<file path="src/rtl/pconv_pkg.sv">
// shared constants and types of the 3x3 pixel convolution
package pconv_pkg;

	localparam int MaxWidth = 1024;
	localparam int Channels = 4;
	localparam int AddrW = $clog2(MaxWidth);
	localparam int PixW = 8 * Channels;
	localparam int ColW = 10;
	localparam int RowW = 12;
	localparam int CfgIdxW = 3;
	localparam int CfgDataW = 24;
	localparam int AccW = 20;
	localparam int QuoW = 20;

	localparam logic [CfgIdxW-1:0] REG_MASK_TOP = 3'd0;
	localparam logic [CfgIdxW-1:0] REG_MASK_MID = 3'd1;
	localparam logic [CfgIdxW-1:0] REG_MASK_BOT = 3'd2;
	localparam logic [CfgIdxW-1:0] REG_DIVISOR = 3'd3;
	localparam logic [CfgIdxW-1:0] REG_WIDTH = 3'd4;
	localparam logic [CfgIdxW-1:0] REG_HEIGHT = 3'd5;
	localparam logic [CfgIdxW-1:0] REG_CHANNELS = 3'd6;

	typedef logic [PixW-1:0] pix_t;

	typedef struct packed {
		logic [ColW-1:0] col;
		logic [RowW-1:0] row;
		logic            last;
		logic [2:0]      chans;
	} tag_t;

endpackage

</file>
<file path="src/rtl/pconv_div.sv">
// sequential signed divider with truncation toward zero and clamp to 0..255
module pconv_div (
	input  logic                              clk,
	input  logic                              arst_n,
	input  logic                              start,
	input  logic signed [pconv_pkg::AccW-1:0] dividend,
	input  logic [7:0]                        divisor,
	output logic                              done,
	output logic [7:0]                        result
);
	import pconv_pkg::*;

	logic [QuoW-1:0] rem_q;
	logic [QuoW-1:0] quo_q;
	logic [7:0]      dvs_q;
	logic            neg_q;
	logic [4:0]      cnt_q;
	logic            busy_q;
	logic [QuoW:0]   trial;
	logic [QuoW-1:0] mag;

	assign mag = dividend[AccW-1] ? QuoW'(-dividend) : QuoW'(dividend);
	assign trial = {rem_q, quo_q[QuoW-1]} - {{(QuoW-7){1'b0}}, dvs_q};

	always_ff @(posedge clk or negedge arst_n) begin
		if (!arst_n) begin
			busy_q <= 1'b0;
			cnt_q <= '0;
			done <= 1'b0;
		end else begin
			done <= 1'b0;
			if (start) begin
				busy_q <= 1'b1;
				cnt_q <= 5'(QuoW - 1);
			end else if (busy_q) begin
				cnt_q <= cnt_q - 5'd1;
				if (cnt_q == '0) begin
					busy_q <= 1'b0;
					done <= 1'b1;
				end
			end
		end
	end

	always_ff @(posedge clk) begin
		if (start) begin
			rem_q <= '0;
			quo_q <= mag;
			dvs_q <= (divisor == 8'd0) ? 8'd1 : divisor;
			neg_q <= dividend[AccW-1];
		end else if (busy_q) begin
			if (!trial[QuoW]) begin
				rem_q <= trial[QuoW-1:0];
				quo_q <= {quo_q[QuoW-2:0], 1'b1};
			end else begin
				rem_q <= {rem_q[QuoW-2:0], quo_q[QuoW-1]};
				quo_q <= {quo_q[QuoW-2:0], 1'b0};
			end
		end
	end

	assign result = (neg_q || quo_q == '0) ? 8'd0 :
		(quo_q > QuoW'(255)) ? 8'd255 : quo_q[7:0];
endmodule

</file>
<file path="config.mk">
export PLATFORM = sky130hd
export DESIGN_NAME = pconv_div
export DESIGN_NICKNAME = d
export VERILOG_FILES = /design/src/rtl/pconv_pkg.sv /design/src/rtl/pconv_div.sv
export SDC_FILE = /design/constraint.sdc
export NUM_CORES = 1
export LEC_CHECK = 0
export ABC_AREA = 1
export BUFFER_PORTS_ARGS = -buffer_cell sky130_fd_sc_hd__buf_2
export CORE_MARGIN = 5
export CORE_UTILIZATION = 54
export CTS_CLUSTER_SIZE = 20
export DETAILED_ROUTE_END_ITERATION = 10
export GPL_TIMING_DRIVEN = 0
export PLACE_DENSITY_LB_ADDON = 0.3
export SKIP_CTS_REPAIR_TIMING = 1
export SLEW_MARGIN = 20
export SYNTH_ARGS = -nofsm -noshare
export SYNTH_HDL_FRONTEND = slang
export SYNTH_SLANG_ARGS = --single-unit
</file>
<file path="constraint.sdc">
create_clock -name clk -period 1.95 [get_ports clk]
set_input_delay 0.0975 -clock clk [delete_from_list [all_inputs] [get_ports clk]]
set_output_delay 0.0975 -clock clk [all_outputs]
set_load 0.005 [all_outputs]
</file>
### Word level (Yosys, flattened, before mapping)

Index checks and enable logic that the tools add are counted.

* bits in writable memories: 0
* register bits: 56
* input port bits: 31
* logic and storage cells: 31
* memories: 0
* output and inout bits: 9
* bits in latches: 0
* ROM bits: 0

* multiply operators: 0
* $add $sub $neg: 3
* shift operators: 0
* $lt $le $gt $ge: 1
* bitwise gates (word level): 0
* equality and inequality tests: 0
* reduce and logical (&&, ||, !) cells: 5
* div/mod/pow operators: 0
* muxes and demuxes: 15

Operators by type and width (number)
* 2-to-1 mux 20 bit: 4
* subtractor 21 x 8 -> 21 bit: 1
* > comparator 20 x 8 -> 1 bit, second input constant: 1
* logical NOT 20 bit: 1
* negator 20 bit: 1
* 2-to-1 mux 8 bit: 2
* 2-to-1 mux 5 bit: 2
* logical NOT 8 bit: 1
* 2-to-1 mux 1 bit: 7
* logical NOT 5 bit: 1
* subtractor 5 x 1 -> 5 bit, second input constant: 1
* nonzero test 2 bit: 1
* logical OR 1 bit: 1

### Logic depth before layout (Yosys ltp)

Gate-level depths: netlist of the first run.

* depth after elaboration: 4
* depth in mapped cells: 15
* mapped depth without buffers: 14

### Worst setup path after synthesis of the first run

No wires, ideal clock.

* kind: flip-flop to flip-flop
* start point: register quo_q[19]
* end point: register quo_q[0] (data pin)
* slack: -101 ps
* clock period less this slack: 2051 ps
* data required time: 1680 ps
* stages on the path, launching flop included: 13
* arrival time: 1782 ps
* cell sequence: edfxtp_1 inv_1 ha_1 fa_1 inv_1 nand2_1 nand2_1 nand2_1 nand3_1 nand2_2 nand2_4 buf_6 o21ai_0

* word-level cells in the longest chain between the ends: 4

RTL lines
* from (decl): RTL line pconv_div.sv:14 `logic [QuoW-1:0] quo_q;`
* from (signal assigned): RTL line pconv_div.sv:48 `quo_q <= mag;`
* from (signal assigned): RTL line pconv_div.sv:54 `quo_q <= {quo_q[QuoW-2:0], 1'b1};`
* from (signal assigned): RTL line pconv_div.sv:57 `quo_q <= {quo_q[QuoW-2:0], 1'b0};`
* subtractor 21 x 8 -> 21 bit: RTL line pconv_div.sv:23 `assign trial = {rem_q, quo_q[QuoW-1]} - {{(QuoW-7){1'b0}}, dvs_q};`
* 2-to-1 mux 1 bit: RTL line pconv_div.sv:52 `if (!trial[QuoW]) begin`
* 2-to-1 mux 20 bit: RTL line pconv_div.sv:51 `end else if (busy_q) begin`
* 2-to-1 mux 20 bit: RTL line pconv_div.sv:46 `if (start) begin`

Every way passes these cells. The select of a mux whose other input is x is not followed.
A chain may end at the register's enable or synchronous reset.

### Worst setup path after layout of the first run

* start point: register quo_q[19]
* end point: register rem_q[4]

* word-level cells in the longest chain between the ends: 2

RTL lines
* subtractor 21 x 8 -> 21 bit: RTL line pconv_div.sv:23
* 2-to-1 mux 20 bit: RTL line pconv_div.sv:52
* to (signal assigned): RTL line pconv_div.sv:53 `rem_q <= trial[QuoW-1:0];`
* to (signal assigned): RTL line pconv_div.sv:56 `rem_q <= {rem_q[QuoW-2:0], quo_q[QuoW-1]};`
* to (decl): RTL line pconv_div.sv:13 `logic [QuoW-1:0] rem_q;`

Every way passes these cells.

==> results of run 1 <==
==> layout make-up <==
class                      count  area [µm²]
buffer                        19         109
clock buffer                   6        72.6
clock inverter                 2        12.5
fill                         658        2440
inverter                      83         315
multi-input combinational    418        2260
sequential                    56        1450
tap                           99         124
timing repair buffer          54         345
timing repair inverter         1        7.51
==> cell usage after synthesis, drive strengths merged, types with 2 or more instances <==
cell type	n
nand2	179
nor3	7
a21oi	12
o31ai	3
buf	4
nand3b	5
ha	11
nor2	81
xor2	11
edfxtp	29
nand3	51
nand4	8
dfrtp	7
nor4	3
dfxtp	20
o211ai	2
inv	82
xnor2	7
o21ai	30
clkbuf	15
a31oi	3
==> through the flow <==
step / area, µm² / worst slack [ns] / power [µW] / util / TNS (ns)
after floorplan: 3890 / 0.00346 / 3930 / - / 0
after global placement: 4210 / -0.286 / 4470 / 0.590 / -8.90
after detailed placement: 4210 / -0.318 / 4550 / 0.590 / -10.74
after CTS: 4300 / -0.346 / 5190 / 0.602 / -11.75
after global routing: 4690 / -0.184 / 6610 / 0.658 / -3.93
final: 4690 / -0.0815 / 6080 / 0.658 / -0.985
==> worst max-delay path: stages, from the launching register on <==
cell       delay [ns]
edfxtp_1         0.40
inv_2            0.07
ha_4             0.16
fa_2             0.37
inv_2            0.08
nand2_2          0.06
nand2_4          0.11
nand2_4          0.06
nand3_4          0.07
nand2_4          0.09
nand2_8          0.11
clkbuf_16        0.16
nand2_1          0.06
nand3_2          0.07
o21ai_2          0.05
==> routing by layer <==
| layer | track usage | vias up |
|---|---|---|
| met5 | 0 | - |
| met4 | 0.0541 | 0 |
| met3 | 0.0295 | 11 |
| met2 | 0.376 | 90 |
| met1 | 0.264 | 1800 |
| li1 | - | 1955 |
==> worst max-delay path by stage <==
stage | from | end | slack [ns]
4_1_cts | busy_q | rem_q[6] | -0.35
3_5_place_dp | busy_q | rem_q[6] | -0.32
2_1_floorplan | quo_q[19] | quo_q[0] | 0.003
3_3_place_gp | quo_q[19] | rem_q[4] | -0.29
5_1_grt | dvs_q[5] | rem_q[9] | -0.18
6_report | quo_q[19] | rem_q[4] | -0.08
==> report_power, final <==
| group | leakage, µW | switching [µW] | internal (µW) |
|---|---|---|---|
| clock | 0.0000428 | 377 | 253 |
| combinational | 0.00172 | 2140 | 1530 |
| sequential | 0.000550 | 259 | 1520 |
| total | 0.00231 | 2780 | 3300 |
==> cells in the final DEF, fill, tap and decap left out, drive strengths merged, types with 12 or more instances in the layout <==
master    n
edfxtp   29
nand3    51
inv      81
clkbuf   22
nor2     81
nand2   179
a21oi    12
buf      55
o21ai    30
dfxtp    20
==> state kept, by name, summed over array words and instances, names as in the netlist <==
register / flops
dvs_q: 8
neg_q: 1
quo_q: 20
done: 1
cnt_q: 5
rem_q: 20
busy_q: 1
==> cell families after synthesis <==
family | Yosys count
fa+ha+maj | 12
flops | 56
compound gates | 53
buf+inv | 102
simple gates | 335
xor+xnor | 18
==> results.yml, run 1 <==
placement:
  gp_congestion: 0.936
  port_buffers: 39
  post-dp-hpwl_um: 6910
  place_inst: 714
synth:
  synth_adder_area_share: 0.0406
  synth_xor_area_frac: 0.0406
  syn_nets: 619
  seq_area_frac_synth: 0.373
  muxShareOfSynthArea: 0
  synth_top_area_cell: "edfxtp_1"
  synthSimpleGateAreaFrac: 0.366
  postSynthCellCount: 576
  synthesis.area_um2: 3880
  synth_ff_type: "edfxtp_1"
  synth_edf_count: 29
  yosysUniqueCellTypes: 37
  synth_seq_cells: 56
  netlist.area_leader.share: 0.224
  yosys-top-cells-area: "edfxtp_1 (22%), nand2_1 (17%), dfxtp_1 (10%), inv_1 (7.7%), nor2_1 (7.4%)"
  synth_compound_gate_area_share: 0.0745
  syn_avg_cell_area_um2: 6.74
  synthArstFlopShare: 0.125
  yosys_warnings: 0
  synth_top_family_by_area: "simple AND/OR/NAND/NOR gates"
timing:
  finalHoldViolations: 0
  fin_skew_ns: 0.0107
  period_share: 1.04
  final_max_slew_viol_count: 0
  fmax_mhz: 492
  slew_headroom: 0.618
  setup_viol: 20
  whs_ns: 0.0343
  fin_crit_ns: 2.03
  fin_ws_ns: -0.0815
  worstMarginPinSlew_ns: 0.571
  rsz0062_at_grt: "true"
critical_path:
  reg2reg_depth: 14
  critPathLaunchType: "flip-flop"
  endpoint_kind: "flip-flop"
  regToRegStartpoint: "quo_q[19]"
  r2r-end: "rem_q[4]"
  crit_type: "flip-flop to flip-flop"
  critical_path_required_ns: 2.16
  rrSetupSlack_ns: -0.08
  critPathMaxFanout: 7
  crit_arrival_ns: 2.24
hold_path:
  min_path_type: "input port to flip-flop"
  hold_start: "divisor[0]"
  worstHoldEndpoint: "dvs_q[0]"
  hold_depth: 2
global_routing:
  grt_pass1_vias: 3474
  grt_overflow: 0
  grt_pass1_wl_um: 15200
  grt_max_degree: 29
  gr-usage-all-layers: 0.210
  antenna_found_initial: 0
route:
  top_layer: "met4"
  drc_errors: 0
  dr.pass1.iters: 5
  wl_met2_um: 4920
  num_vias: 3856
  wl_met1_um: 4150
  post_drt_wl_per_cell_um: 13.0
  routed_wl_um: 9620
  first_iter_violations: 130
  antenna_left: 0
  viasPerCell: 5.22
  met3_wirelength_um: 433
run_status:
  status: "finished with violations"
  violations: "setup timing"
die:
  rows: 31
  core_area_um2: 7140
  io_pins: 40
  start_util: 0.544
  die_w_um: 94.8
  die_y_um: 94.8
  die_area_um2: 8980
final_layout:
  nNetsFinal: 681
  layout-drive-gt1-share: 0.180
  fin_cells: 738
  insertedDiodeCount: 0
  syn2layout_area_growth_pct: 20.9
clock_tree:
  clock_latency_ns: 0.31
  htreeDepth: 2
  numCtsBuffers: 5
  cts.sinks: 56
  cts_root_buffer: "clkbuf_8"
  max-clock-path-buffers: 2
  tritoncts: "built"
  clk_transition_reported_paths_ns: 0.10
pwr:
  p_per_area_nw_per_um2: 1300
  irDropWorstVdd_mv: 0.509
  p_leak_uw: 0.00231
run:
  maxCapViolCount: 0
Power figures use the tool's default switching activity.
==> inputs of run 2 (changes only) <==
--- a/config.mk
+++ b/config.mk
@@ -7,6 +7,7 @@
 export LEC_CHECK = 0
 export ABC_AREA = 1
 export BUFFER_PORTS_ARGS = -buffer_cell sky130_fd_sc_hd__buf_2
+export CORE_ASPECT_RATIO = 1.75
 export CORE_MARGIN = 5
 export CORE_UTILIZATION = 54
 export CTS_CLUSTER_SIZE = 20
==> run 2 against run 1 <==
  * The run still ends with setup timing left
  * Sequential cell count unchanged
  * Utilization grew 1.4 points
  * Fmax is 4.0% lower
  * Sequential share of layout area down 0.61 points
  * Non-clock buffer count grew 4
  * Routed wire length increased by 7.2%
  * Critical path depth fell by 2
  * Critical path type unchanged
  * Critical endpoint is now quo_q[0]
  * Highest routed layer unchanged
==> results.yml, run 2 (synthesis gave the netlist of run 1 again) <==
route:
  post_drt_wl_per_cell_um: 14.1
  antenna_left: 0
  dr.pass1.iters: 4
  viasPerCell: 5.28
  first_iter_violations: 222
  num_vias: 3852
  drc_errors: 0
  routed_wl_um: 10300
critical_path:
  crit_arrival_ns: 2.15
  max_stage_delay_ns: 0.44
  worstPathCellList: "inv_2 -> ha_4 -> fa_2 -> inv_2 -> nand2_2 -> nand2_4 -> nand2_4 -> nand3_4 -> nand2_4 -> nand2_8 -> buf_8 -> o21ai_1"
  critPathLaunchType: "flip-flop"
  rrSetupSlack_ns: -0.17
  critical_path_required_ns: 1.98
  critPathBufInv: 3
  critPathMaxFanout: 7
  crit_family: "adder cells"
  regToRegStartpoint: "quo_q[19]"
  slowest_stage: "edfxtp_1"
  reg2reg_depth: 12
  crit_type: "flip-flop to flip-flop"
  endpoint_kind: "flip-flop"
  r2r-end: "quo_q[0]"
  cp_common_cell: "nand2_4"
run:
  maxCapViolCount: 0
global_routing:
  antenna_found_initial: 0
  grt_overflow: 0
  grt_max_degree: 29
  gr-usage-all-layers: 0.227
  grt_pass1_wl_um: 15900
  grt_pass1_vias: 3699
final_layout:
  multi_input_area_um2: 2260
  fillers: 634
  insertedDiodeCount: 0
  mostFrequentLayoutCells: "nand2_1 (156), inv_1 (77), nor2_1 (70)"
  layout-drive-gt1-share: 0.202
  nNetsFinal: 685
  seq_area_um2: 1450
  fin_cells: 729
  syn2layout_area_growth_pct: 23.4
  final_common_cell: "nand2_1"
  reg.largest.list: "quo_q (20), rem_q (20), dvs_q (8)"
  post-route-util: 0.672
clock_tree:
  clock_latency_ns: 0.29
  htreeDepth: 2
  cts_root_buffer: "clkbuf_16"
  numCtsBuffers: 5
  max-clock-path-buffers: 2
  tritoncts: "built"
  cts.sinks: 56
  clk_transition_reported_paths_ns: 0.07
timing:
  fin_skew_ns: 0.00436
  period_share: 1.09
  final_max_slew_viol_count: 0
  rsz0062_at_grt: "true"
  whs_ns: 0.0520
  fin_crit_ns: 2.12
  fin_ws_ns: -0.166
  worstMarginPinSlew_ns: 0.655
  slew_headroom: 0.563
  finalHoldViolations: 0
  setup_viol: 28
  fmax_mhz: 472
placement:
  gp_congestion: 0.876
  post-dp-hpwl_um: 7440
  place_ws_ns: -0.393
  place_inst: 701
  port_buffers: 39
hold_path:
  worstHoldEndpoint: "dvs_q[0]"
  min_path_type: "input port to flip-flop"
  hold_start: "divisor[0]"
  hold_depth: 2
pwr:
  pwr-share-comb: 0.571
  pwr-share-clk: 0.159
  seqPwrFrac: 0.270
  irDropWorstVdd_mv: 0.767
  p_leak_uw: 0.00237
  p_int_uw: 3650
  p_per_area_nw_per_um2: 1370
  p_total_uw: 6570
  swShare: 0.444
  p_sw_uw: 2920
die:
  die_y_um: 122
  rows: 41
  die_w_um: 74.1
  io_pins: 40
  start_util: 0.544
  core_area_um2: 7130
  die_area_um2: 9050
run_status:
  violations: "setup timing"
  status: "finished with violations"
==> run 2: cell types whose count changed in the layout (fill, tap and decap cells not counted), moves of 2 or more <==
cell       before  now
nand3_2         3   15
clkbuf_8        6    2
clkbuf_16       1    6
nand3_1        44   33
buf_4           8   14
ha_4            4    1
buf_6           6    4
ha_1            7   10
nand2_2        14   16
nor2_2          6    8
nand2_1       158  156
==> run 2: metal layers <==
metal  track usage  part of all wire  up-vias
li1              -                 -     1954
met1         0.219              0.36     1779
met2         0.457              0.58       95
met3        0.0281             0.030       24
met4        0.0884             0.031        0
met5             0                 0        -
==> run 2: how the worst max path moves through the flow <==
stage	startpoint	end	slack (ns)	cells past startpoint
2_1_floorplan	quo_q[19]	quo_q[0]	0.003	12
3_3_place_gp	quo_q[19]	rem_q[5]	-0.35	14
3_5_place_dp	quo_q[19]	rem_q[5]	-0.39	14
4_1_cts	quo_q[19]	rem_q[6]	-0.44	14
5_1_grt	quo_q[19]	rem_q[11]	-0.27	14
6_report	quo_q[19]	quo_q[0]	-0.17	12
==> run 2: area by class of cell <==
type,instances,area share
inverter,83,0.0658
tap,86,0.0225
buffer,19,0.0227
timing repair buffer,58,0.0768
clock buffer,6,0.0290
multi-input combinational,418,0.472
sequential,56,0.302
timing repair inverter,1,0.00157
clock inverter,2,0.00706
==> run 2: power by group through the flow <==
stage	sequential, µW	combinational, µW	clock, µW
after floorplan	1700	2230	0
after global placement	1760	2770	0
after detailed placement	1770	2820	0
after CTS	1750	2860	1060
after global routing	1810	4150	1100
final	1780	3750	1040
==> run 2: per-stage QoR <==
step / cell area (µm²) / setup TNS [ns]
2_1_floorplan: 3890 / 0
3_3_place_gp: 4200 / -10.17
3_5_place_dp: 4200 / -11.74
4_1_cts: 4370 / -11.93
5_1_grt: 4790 / -5.90
6_report: 4790 / -3.28
==> run 2: worst register-to-register path, stage by stage, from the launching register on <==
cell,delay [ns]
edfxtp_1,0.44
inv_2,0.09
ha_4,0.17
fa_2,0.38
inv_2,0.08
nand2_2,0.06
nand2_4,0.10
nand2_4,0.06
nand3_4,0.09
nand2_4,0.09
nand2_8,0.11
buf_8,0.14
o21ai_1,0.06
==> inputs of run 3 (changes only) <==
--- a/config.mk
+++ b/config.mk
@@ -14,6 +14,7 @@
 export DETAILED_ROUTE_END_ITERATION = 10
 export GPL_TIMING_DRIVEN = 0
 export PLACE_DENSITY_LB_ADDON = 0.3
+export RECOVER_POWER = 50
 export SKIP_CTS_REPAIR_TIMING = 1
 export SLEW_MARGIN = 20
 export SYNTH_ARGS = -nofsm -noshare
==> run 3 against run 2 <==
  * The run still ends with setup timing left
  * Critical path type unchanged
  * Clock skew hardly changed
  * First-iteration DRC count increased by 5.9%
  * Largest power group unchanged
  * Critical endpoint unchanged
  * Routed wire length barely moved
  * Count of clock-buffer cells in the layout unchanged
  * Sequential cell count stayed put
  * Combinational power hardly changed
  * Sequential power is essentially flat
  * Non-clock buffer count did not move
  * Via count rose by 0.31%
==> results.yml, run 3 (synthesis gave the netlist of run 1 again) <==
run_status:
  status: "finished with violations"
  violations: "setup timing"
pwr:
  irDropWorstVdd_mv: 0.770
  p_leak_uw: 0.00235
  p_per_area_nw_per_um2: 1370
timing:
  rsz0062_at_grt: "true"
  tns_ns: -2.92
  final_max_slew_viol_count: 0
  finalHoldViolations: 0
  fin_skew_ns: 0.00404
  setup_viol: 28
  fmax_mhz: 476
  worstMarginPinSlew_ns: 0.656
  slew_headroom: 0.562
  fin_ws_ns: -0.152
  period_share: 1.08
  fin_crit_ns: 2.10
  whs_ns: 0.0522
die:
  rows: 41
  die_w_um: 74.1
  die_y_um: 122
  core_area_um2: 7130
  die_area_um2: 9050
  start_util: 0.544
  io_pins: 40
placement:
  port_buffers: 39
  post-dp-hpwl_um: 7440
  place_inst: 701
  gp_congestion: 0.876
clock_tree:
  tritoncts: "built"
  numCtsBuffers: 5
  cts.sinks: 56
  clock_latency_ns: 0.29
  clk_transition_reported_paths_ns: 0.07
  htreeDepth: 2
  cts_root_buffer: "clkbuf_16"
  max-clock-path-buffers: 2
final_layout:
  fillers: 638
  final_common_cell: "nand2_1"
  syn2layout_area_growth_pct: 23.1
  layout-drive-gt1-share: 0.191
  insertedDiodeCount: 0
  nNetsFinal: 685
  mostFrequentLayoutCells: "nand2_1 (156), inv_1 (77), nor2_1 (70)"
  reg.largest.list: "quo_q (20), rem_q (20), dvs_q (8)"
  fin_cells: 729
critical_path:
  crit_type: "flip-flop to flip-flop"
  max_stage_delay_ns: 0.43
  endpoint_kind: "flip-flop"
  critPathLaunchType: "flip-flop"
  worstPathCellList: "inv_2 -> ha_4 -> fa_2 -> inv_2 -> nand2_2 -> nand2_4 -> nand2_4 -> nand3_4 -> nand2_4 -> nand2_8 -> buf_8 -> o21ai_1"
  cp_common_cell: "nand2_4"
  crit_arrival_ns: 2.13
  critical_path_required_ns: 1.98
  slowest_stage: "edfxtp_1"
  critPathBufInv: 3
  critPathMaxFanout: 7
  crit_family: "adder cells"
global_routing:
  grt_pass1_vias: 3699
  gr-usage-all-layers: 0.227
  antenna_found_initial: 0
  grt_max_degree: 29
  grt_pass1_wl_um: 15900
  grt_overflow: 0
run:
  maxCapViolCount: 0
route:
  antenna_left: 0
  dr.pass1.iters: 6
  routed_wl_um: 10300
  viasPerCell: 5.30
  first_iter_violations: 235
  num_vias: 3864
  drc_errors: 0
  post_drt_wl_per_cell_um: 14.1
hold_path:
  min_path_type: "input port to flip-flop"
-- run 3: per-stage QoR --
step | util | instance area [µm²] | total power (µW) | setup slack (ns)
2_1_floorplan | - | 3890 | 3930 | 0.00346
3_3_place_gp | 0.589 | 4200 | 4520 | -0.355
3_5_place_dp | 0.589 | 4200 | 4590 | -0.393
4_1_cts | 0.613 | 4370 | 5660 | -0.435
5_1_grt | 0.670 | 4780 | 7060 | -0.268
6_report | 0.670 | 4780 | 6570 | -0.152
-- run 3: layout make-up --
class | count | area (µm²) | area share
Sequential cell | 56 | 1450 | 0.303
Clock buffer | 6 | 139 | 0.0291
Buffer | 19 | 109 | 0.0228
Tap cell | 86 | 108 | 0.0225
Timing Repair inverter | 1 | 7.51 | 0.00157
Inverter | 83 | 315 | 0.0660
Clock inverter | 2 | 33.8 | 0.00707
Multi-Input combinational cell | 418 | 2260 | 0.473
Timing Repair Buffer | 58 | 359 | 0.0751
-- run 3: worst paths after layout --
| kind | startpoint | endpoint | slack (ns) | depth (start not counted) |
|---|---|---|---|---|
| setup reg to reg | quo_q[19] | quo_q[0] | -0.15 | 12 |
| hold reg to reg | cnt_q[4] | cnt_q[4] | 0.49 | 1 |
| min in group asynchronous | arst_n | busy_q | 0.23 | 2 |
| max in group asynchronous | arst_n | cnt_q[3] | 1.44 | 2 |
| setup / recovery | quo_q[19] | quo_q[0] | -0.15 | 12 |
| hold / removal | divisor[0] | dvs_q[0] | 0.05 | 2 |
-- run 3: per-layer routing --
metal	vias to the layer above	global-route usage	routed length, µm
li1	1955	-	-
met1	1790	0.219	3700
met2	95	0.457	5970
met3	24	0.0281	312
met4	0	0.0884	326
met5	-	0	0
-- run 3: report_power, final --
group | leakage, µW | switching, µW | internal [µW] | total (µW)
Clock | 0.0000845 | 407 | 637 | 1040
Combinational | 0.00172 | 2250 | 1490 | 3750
Sequential | 0.000550 | 256 | 1520 | 1780
Total | 0.00235 | 2910 | 3650 | 6570
